$ cat src/hw/rtl/stereo_peak_meter_with_decay_core_macros.svh
// Assertion macros for the stereo peak meter core.
// Used by files that carry concurrent checks; expects clk and rst_n in scope.
`ifndef STEREO_PEAK_METER_WITH_DECAY_CORE_MACROS_SVH
`define STEREO_PEAK_METER_WITH_DECAY_CORE_MACROS_SVH
`ifndef SYNTHESIS
`define SPMD_ASSERT(label, ante, cons) \
    label: assert property (@(posedge clk) disable iff (!rst_n) (ante) |-> (cons)) \
        else $error("spmd: check failed");
`define SPMD_ASSERT_NEXT(label, ante, cons) \
    label: assert property (@(posedge clk) disable iff (!rst_n) (ante) |=> (cons)) \
        else $error("spmd: check failed");
`else
`define SPMD_ASSERT(label, ante, cons)
`define SPMD_ASSERT_NEXT(label, ante, cons)
`endif
`endif

$ cat src/hw/rtl/spmd_pkg.sv
// Shared constants and the log2 fraction table for the peak meter.
// No dependencies.
`timescale 1ns / 1ps
`default_nettype none
package spmd_pkg;

    localparam int DEF_RING_DEPTH = 8192;

    localparam int SAMPLE_W = 18;
    localparam int PEAK_W   = 18;
    localparam int LEVEL_W  = 16;
    localparam int BAR_W    = 5;
    localparam int HOLD_W   = 5;
    localparam int SR_W     = 17;
    localparam int WIN_W    = 13;
    localparam int APB_AW   = 3;
    localparam int APB_DW   = 32;

    localparam logic [SR_W-1:0]    SR_DEFAULT  = 17'd44100;
    // sr/20 = (sr>>2)/5, the /5 by reciprocal 2^18/5 rounded up
    localparam logic [15:0]        DIV5_MUL    = 16'd52429;
    localparam int                 DIV5_SHIFT  = 18;

    localparam logic [HOLD_W-1:0]  HOLD_FRAMES = 5'd20;
    localparam logic [LEVEL_W-1:0] DECAY_Q16   = 16'd1966;
    localparam logic [LEVEL_W-1:0] LEVEL_MAX   = 16'd65535;
    localparam logic [13:0]        LOG_COEF    = 14'd9864;
    localparam logic [PEAK_W-1:0]  FULL_SCALE  = 18'd65536;
    localparam logic [PEAK_W-1:0]  FLOOR_PEAK  = 18'd655;
    localparam logic [BAR_W-1:0]   BAR_MIN     = 5'd5;
    localparam logic [BAR_W-1:0]   BAR_MAX     = 5'd24;
    localparam logic [BAR_W-1:0]   BAR_RESET   = 5'd24;

    // register index, taken from paddr[2]
    localparam logic REG_SAMPLE_RATE = 1'b0;
    localparam logic REG_BAR_LENGTH  = 1'b1;

    // log2(1 + k/16) in Q16
    localparam logic [16:0] LOG2_TAB [0:16] = '{
        17'd0,     17'd5732,  17'd11136, 17'd16248, 17'd21098, 17'd25711,
        17'd30109, 17'd34312, 17'd38336, 17'd42196, 17'd45904, 17'd49472,
        17'd52911, 17'd56229, 17'd59434, 17'd62534, 17'd65536
    };

endpackage
`default_nettype wire

$ cat src/hw/rtl/spmd_level.sv
// Peak to meter level: log2 by table and interpolation, then dB scaling.
// Four-stage pipeline. Depends on spmd_pkg.
`timescale 1ns / 1ps
`default_nettype none
module spmd_level (
    input  wire logic                        clk,
    input  wire logic                        rst_n,
    input  wire logic                        start,
    input  wire logic [spmd_pkg::PEAK_W-1:0] peak,
    output logic                             done,
    output logic [spmd_pkg::LEVEL_W-1:0]     level
);
    import spmd_pkg::*;

    logic        v1_reg, v2_reg, v3_reg, v4_reg;
    logic        low1_reg, low2_reg, low3_reg;
    logic        full1_reg, full2_reg, full3_reg;
    logic [3:0]  e1_reg, e2_reg;
    logic [3:0]  k1_reg;
    logic [11:0] r1_reg;
    logic [16:0] frac2_reg;
    logic [32:0] prod3_reg;
    logic [LEVEL_W-1:0] level_reg;

    // stage 0: normalise
    logic [15:0] p16;
    logic [3:0]  e0;
    logic [15:0] norm0;
    always_comb
    begin
        p16 = peak[15:0];
        e0  = '0;
        for (int i = 0; i < 16; i++)
        begin
            if (p16[i])
            begin
                e0 = 4'(i);
            end
        end
        norm0 = p16 << (4'd15 - e0);
    end

    // stage 1: table lookup and interpolation
    logic [16:0] t0, t1;
    logic [12:0] dif;
    logic [24:0] ip;
    logic [16:0] frac1;
    always_comb
    begin
        t0    = LOG2_TAB[{1'b0, k1_reg}];
        t1    = LOG2_TAB[5'({1'b0, k1_reg}) + 5'd1];
        dif   = 13'(t1 - t0);
        ip    = dif * r1_reg;
        frac1 = t0 + 17'(ip >> 12);
    end

    // stage 2: distance below 2^16 times log10(2)/2
    logic [20:0] lq2, m2;
    always_comb
    begin
        lq2 = {1'b0, e2_reg, 16'd0} + 21'(frac2_reg);
        m2  = 21'd1048576 - lq2;
    end

    // stage 3: round and clamp
    logic [33:0] rnd3;
    logic [16:0] sub3;
    logic [LEVEL_W-1:0] lvl3;
    always_comb
    begin
        rnd3 = 34'(prod3_reg) + 34'd32768;
        sub3 = 17'(rnd3 >> 16);
        if (low3_reg)
            lvl3 = '0;
        else if (full3_reg)
            lvl3 = LEVEL_MAX;
        else if (sub3[16])
            lvl3 = '0;
        else if (sub3 == '0)
            lvl3 = LEVEL_MAX;
        else
            lvl3 = 16'(17'd65536 - sub3);
    end

    always_ff @(posedge clk or negedge rst_n)
    begin
        if (!rst_n)
        begin
            v1_reg <= 1'b0;
            v2_reg <= 1'b0;
            v3_reg <= 1'b0;
            v4_reg <= 1'b0;
        end
        else
        begin
            v1_reg <= start;
            v2_reg <= v1_reg;
            v3_reg <= v2_reg;
            v4_reg <= v3_reg;
        end
    end

    always_ff @(posedge clk)
    begin
        low1_reg  <= (peak <= FLOOR_PEAK);
        full1_reg <= (peak >= FULL_SCALE);
        e1_reg    <= e0;
        k1_reg    <= norm0[14:11];
        r1_reg    <= {norm0[10:0], 1'b0};

        low2_reg  <= low1_reg;
        full2_reg <= full1_reg;
        e2_reg    <= e1_reg;
        frac2_reg <= frac1;

        low3_reg  <= low2_reg;
        full3_reg <= full2_reg;
        prod3_reg <= 19'(m2) * LOG_COEF;

        level_reg <= lvl3;
    end

    assign done  = v4_reg;
    assign level = level_reg;

endmodule
`default_nettype wire

$ cat config.mk
export PLATFORM = sky130hd
export DESIGN_NAME = spmd_level
export DESIGN_NICKNAME = d
export VERILOG_FILES = /design/src/hw/rtl/stereo_peak_meter_with_decay_core_macros.svh /design/src/hw/rtl/spmd_pkg.sv /design/src/hw/rtl/spmd_level.sv
export SDC_FILE = /design/constraint.sdc
export NUM_CORES = 1
export LEC_CHECK = 0
export BUFFER_PORTS_ARGS = -buffer_cell sky130_fd_sc_hd__buf_2
export CAP_MARGIN = 20
export CORE_MARGIN = 4
export CORE_UTILIZATION = 60
export DETAILED_ROUTE_END_ITERATION = 8
export MAX_ROUTING_LAYER = met4
export PLACE_DENSITY = 0.83
export SLEW_MARGIN = 10
export SYNTH_ARGS = -nofsm -noshare
export SYNTH_HDL_FRONTEND = slang
export SYNTH_SLANG_ARGS = --single-unit
$ cat constraint.sdc
create_clock -name clk -period 27.6 [get_ports clk]
set_input_delay 4.14 -clock clk [delete_from_list [all_inputs] [get_ports clk]]
set_output_delay 4.14 -clock clk [all_outputs]
set_load 0.005 [all_outputs]
# Yosys cells after proc, flatten, opt, wreduce, memory -nomap -nowiden
# Memory sizes are Yosys's and may differ from the RTL's.
# Index checks and enable logic that the tools add are counted.
classes:
  addsub: 8
  mul: 2
  reduce_logical: 1
  mux: 22
  n_lt_le_gt_ge: 4
  bitwise: 2
  n_shift: 1
ops:
  columns: ["operator", "count"]
  rows:
  - ["16-bit 2-to-1 mux", 3]
  - ["4-bit 2-to-1 mux", 11]
  - ["17-bit 2-to-1 mux", 2]
  - ["33-bit by 16-bit adder with 33-bit output, second input constant", 1]
  - ["19-bit by 11-bit multiplier with 30-bit output, second input constant", 1]
  - ["13-bit 2-to-1 mux", 2]
  - ["13-bit by 11-bit multiplier with 24-bit output", 1]
  - ["19-bit by 17-bit adder with 19-bit output", 1]
  - ["1-bit by 19-bit subtractor with 19-bit output, first input constant", 1]
  - ["18-bit by 17-bit >= comparator with 1-bit output, second input constant", 1]
  - ["18-bit by 10-bit less-or-equal comparator with 1-bit output, second input constant", 1]
  - ["17-bit by 13-bit adder with 17-bit output", 1]
  - ["17-bit logical NOT", 1]
  - ["16-bit by 4-bit left shift with 15-bit output", 1]
  - ["1-bit by 16-bit subtractor with 16-bit output, first input constant", 1]
  - ["13-bit subtractor", 1]
  - ["6-bit >= comparator, second input constant", 2]
  - ["4-bit NOT with 6-bit output", 1]
  - ["5-bit NOT with 6-bit output", 1]
  - ["4-bit by 1-bit adder with 5-bit output, second input constant", 1]
  - ["2-bit 2-to-1 mux", 2]
  - ["4-bit subtractor, first input constant", 1]
  - ["3-bit 2-to-1 mux", 1]
  - ["1-bit 2-to-1 mux", 1]
word_totals:
  ff_bits: 94
  mem_bits_ro: 1088
  mem_count: 2
  wordCells: 59
  out_inout_bits: 17
memory_table:
  columns: ["memory", "words", "width", "read_ports", "rd_clocked_by_memory_dff", "write_ports", "line_no", "source"]
  rows:
  - ["(name not given)", 32, 17, 1, 0, 0, "spmd_level.sv:51", "t1 = LOG2_TAB[5'({1'b0, k1_reg}) + 5'd1];"]
  - ["(name not given)", 32, 17, 1, 0, 0, "spmd_level.sv:50", "t0 = LOG2_TAB[{1'b0, k1_reg}];"]

# Longest topological paths before layout
depth:
  ltp_word: 17
  mapped_depth: 45

# Worst setup path after synthesis
# No wires, ideal clock.
synth_path:
  path_kind: "reg-to-reg"
  from: "register k1_reg[0]"
  to: "register frac2_reg[14]"
  path_buffers: 3
  required_time_ns: 27.481
  path_slack_ns: 18.285
  stages_incl_launch_ff: 44
  period_less_slack_ns: 9.315
  t_arrival_ns: 9.197
  setup_ns: 0.119
  path_cell_list: "dfxtp_1 clkbuf_1 inv_1 ha_1 buf_1 nand2_1 o311ai_0 ha_1 inv_1 fa_1 a21o_1 a21oi_1 o21bai_1 a21oi_1 xnor2_1 clkbuf_1 nand2_1 fa_1 [8 not listed] inv_1 ha_1 a21o_1 a21o_1 a21oi_1 nor2b_1 nor2_1 xnor2_1 fa_1 a21o_1 a21oi_1 nor2b_1 o21a_1 o311a_1 nor3_1 o31a_1 nor2_1 xnor2_1"
synth_between:
  elab_chain_cells: 8
  word_cells_on_any_way: 12
  classes_between: "add/sub (3); mul (1); mux (4); bitwise (2); memory (2)"
synth_rtl:
  columns: ["item", "line_no", "source"]
  rows:
  - ["start: declaration", "spmd_level.sv:19", "logic [3:0] k1_reg;"]
  - ["start signal: assignment", "spmd_level.sv:108", "k1_reg <= norm0[14:11];"]
  - ["4-bit by 1-bit adder with 5-bit output", "spmd_level.sv:51", null]
  - ["5-bit NOT with 6-bit output (not written as such)", "spmd_level.sv:51", null]
  - ["memory 32 x 17 bit", null, null]
  - ["13-bit 2-to-1 mux (not written as such) (2 in a row)", "spmd_level.sv:51", null]
  - ["13-bit subtractor", "spmd_level.sv:52", "dif = 13'(t1 - t0);"]
  - ["13-bit by 11-bit multiplier with 24-bit output", "spmd_level.sv:53", "ip = dif * r1_reg;"]
  - ["17-bit by 13-bit adder with 17-bit output *", "spmd_level.sv:54", "frac1 = t0 + 17'(ip >> 12);"]
  - ["net frac1[14]", "spmd_level.sv:47", "logic [16:0] frac1;"]
  - ["end signal: assignment", "spmd_level.sv:114", "frac2_reg <= frac1;"]
  - ["end: declaration", "spmd_level.sv:21", "logic [16:0] frac2_reg;"]
# Mark *: on every way through the listed nets, which the timed path passes. The rest lies on a longest branch. The select of a mux whose other input is x is not followed.
# A chain may end at the register's enable or synchronous reset.

# Worst setup path after layout
layout_path:
  from: "register k1_reg[2]"
  to: "register frac2_reg[14]"
# Same word-level chain as after synthesis.

==> impl_summary.log <==
INFO  metric path_max_fanout = 18
INFO  metric final.setup.tns = 0 ps
INFO  metric mostFrequentLayoutCells = 253 x sky130_fd_sc_hd__inv_1, 227 x sky130_fd_sc_hd__ha_1, 141 x sky130_fd_sc_hd__fa_1
INFO  metric antenna_nets_post_route = 0
INFO  metric detailed_place_hpwl = 23.53 mm
INFO  metric detailedRoute.firstPassIterationCount = 6
INFO  metric cts_resized = 0
INFO  metric wl_per_cell = ~16 um
INFO  metric track_usage = 0.2491
INFO  metric async_flop_share = 0.04878
INFO  metric die-height = about 160 um
INFO  metric timing.critical_path.to_type = register
INFO  metric layout.nets = 1921
INFO  metric floorplan.die_area = roughly 25000 sq um
INFO  metric cts_tree = built
INFO  metric min_period_over_period = 0.3935
INFO  metric critPathArrivalTime = around 11000 ps
INFO  metric vias = between 10000 and 15000
INFO  metric postRouteWirelength = 28.59 mm
INFO  metric critPathSlowestCell = sky130_fd_sc_hd__dfxtp_1
INFO  metric setup_viol_count_final = 0
INFO  metric hold_ws = 326.8 ps
INFO  metric initial_antenna_violation_count = 0
INFO  metric timing.final.max_slew_violations = 0
INFO  metric floorplan.die.width = roughly 160 um
INFO  metric placement.io_buffers = 37
INFO  metric synth_edf_count = 0
INFO  metric critical_path.startpoint_type = register
INFO  metric drv_cap = 0
INFO  metric run_status = completed
INFO  metric grt_pass1_wl = just under 50 mm
INFO  metric initial_core_util = 0.6088
INFO  metric post-synth-top-area-cell = sky130_fd_sc_hd__ha_1
INFO  metric syn_area = approximately 13000 sq um
INFO  metric maxClockFrequency = between 90 and 100 MHz
INFO  metric number_of_drc_markers_in_iteration_0 = a little under 600
INFO  metric final_hold_viol_count = 0
INFO  metric clk-insertion-delay-late = approximately 350 ps
INFO  metric clock-sinks = 82
INFO  metric yosys_register_bits = 82
INFO  metric rsz0062_at_grt = false
INFO  metric clock_pin_slew_of_the_registers_on_the_worst_case_setup_and_hold_paths = approximately 60 ps
INFO  metric syn_area_per_cell = roughly 8.7 sq um
INFO  metric maximum_root_to_sink_buffer_count = 2
INFO  metric area_growth_syn_to_layout = 4.907%
INFO  metric route.detailed.drc = 0
INFO  metric drive_above_1_share = 0.06246
INFO  metric grt_start_max_net_pins = 31
INFO  metric placement_rows = 54
INFO  metric largest_register_ff_count = 18
INFO  metric design.portCount = 38
INFO  metric preCtsSetupSlack = roughly 17000 ps
INFO  metric syn_inst = around 1500
INFO  metric cts_root_buffer = sky130_fd_sc_hd__clkbuf_16
INFO  metric postCtsSetupRepairBufs = 0
INFO  metric yosys_warnings = 0
INFO  metric max_stage_delay = 800 ps
INFO  metric vias_per_cell = approximately 5.7
INFO  metric holdCritPathClass = reg -> reg
INFO  metric ys_dominant_reg_cell = sky130_fd_sc_hd__dfxtp_1
INFO  metric gpl.final_weighted_congestion = 0.9651
INFO  metric cts_buffers = 9
INFO  metric htree_levels = 3
INFO  metric synth_top_cell_area_share = 0.2138
INFO  metric final.setup.worst_slack = ~17000 ps
INFO  metric synth.net_count = roughly 1900
INFO  metric crit_type = reg -> reg
INFO  metric final_period_minus_worst_setup_slack = around 11000 ps
INFO  metric cell_with_the_most_instances_on_the_worst_path = sky130_fd_sc_hd__fa_1
INFO  metric seq_area_frac_synth = 0.1251
INFO  metric ranking_of_synthesized_cells_by_area = sky130_fd_sc_hd__ha_1 21%, sky130_fd_sc_hd__fa_1 21%, sky130_fd_sc_hd__dfxtp_1 12%
INFO  metric finalClockSkew = approximately 8.3 ps
INFO  metric diodes = 0
INFO  metric grt_remaining_overflow = 0
INFO  metric timing.slew.headroom = 0.2788
INFO  metric cp_required = approximately 28000 ps
INFO  metric final_cells = ~1800
INFO  metric layout.filler_cells = 1780
INFO  metric dpl.cell_count = between 1500 and 2000
INFO  metric worst-slew-pin-transition = approximately 1100 ps
INFO  metric grt_pass1_vias = 10519
INFO  metric ctsHoldBuffers = 0
INFO  metric mostFrequentLayoutCell = sky130_fd_sc_hd__inv_1
INFO  metric synthDistinctLibCells = 86
INFO  metric fp.coreArea = 21820 sq um
[final cells by class]
cell class	instances	area, sq um	area share
Inverter	255	957.2	0.06867
Timing Repair Buffer	39	200.2	0.01436
Clock inverter	6	71.32	0.005117
Tap cell	280	350.3	0.02513
Multi-Input combinational cell	1145	10460	0.7504
Sequential cell	82	1662	0.1192
Clock buffer	10	239.0	0.01715
[path summary, 6_finish.rpt]
path,from,to,slack (ps),cells after the start
max,k1_reg[2],frac2_reg[14],16740,39
min,e1_reg[0],e2_reg[0],330,0
max reg2reg,k1_reg[2],frac2_reg[14],16740,39
min reg2reg,e1_reg[0],e2_reg[0],330,0
max in group asynchronous,rst_n,v3_reg,23910,1
min in group asynchronous,rst_n,done,3580,1
[Yosys cell counts, drive strengths merged (6+ instances only)]
cell type / instances
mux2i: 26
a21oi: 85
xnor2: 68
o21ai: 35
and2: 75
nand2: 140
fa: 141
a211oi: 17
nand2b: 11
o211ai: 6
and3: 10
or3: 9
ha: 227
o21a: 17
buf: 9
inv: 254
dfxtp: 78
nand4: 6
nand3: 18
a31oi: 10
o21bai: 12
nor2b: 17
nor3: 36
nor2: 78
a21o: 10
xor2: 28
clkbuf: 36
[critical path: cells and delay by family (launching register included)]
kind / cells / cell delay, ps
buffers and inverters: 4 / 200
adders and majority gates: 9 / 3710
DFF: 1 / 800
xor gates and xnor gates: 4 / 1730
and+or+nand+nor: 10 / 1710
AOI/OAI and AO/OA: 12 / 2580
[routing by layer]
layer,global-route usage,vias up,share of wire,wire (um)
li1,-,5015,-,-
met1,0.2962,5020,0.41,11760
met2,0.4374,284,0.51,14650
met3,0.03650,73,0.049,1412
met4,0.07521,0,0.027,773
met5,-,-,0,0
[kinds of logic (layout without fill, tap and decap cells)]
| group | count (synthesis) | after routing | synth area share |
|---|---|---|---|
| adders and majority gates | 368 | 368 | 0.4262 |
| xor gates and xnor gates | 96 | 96 | 0.06328 |
| and+or+nand+nor | 417 | 417 | 0.1549 |
| DFF | 82 | 82 | 0.1251 |
| buffers and inverters | 301 | 310 | 0.08777 |
| muxes | 28 | 28 | 0.02213 |
| AOI/OAI and AO/OA | 236 | 236 | 0.1206 |
[stage by stage]
stage | utilization | cell area (sq um)
after global placement | 0.6245 | 13630
final | 0.6387 | 13940
after CTS | 0.6387 | 13940
after floorplan | - | 13290
after detailed placement | 0.6245 | 13630
after global routing | 0.6387 | 13940
Power is left out: the tool's default activity adds up to more than one toggle a clock period on the data nets, which glitch-free logic cannot reach.
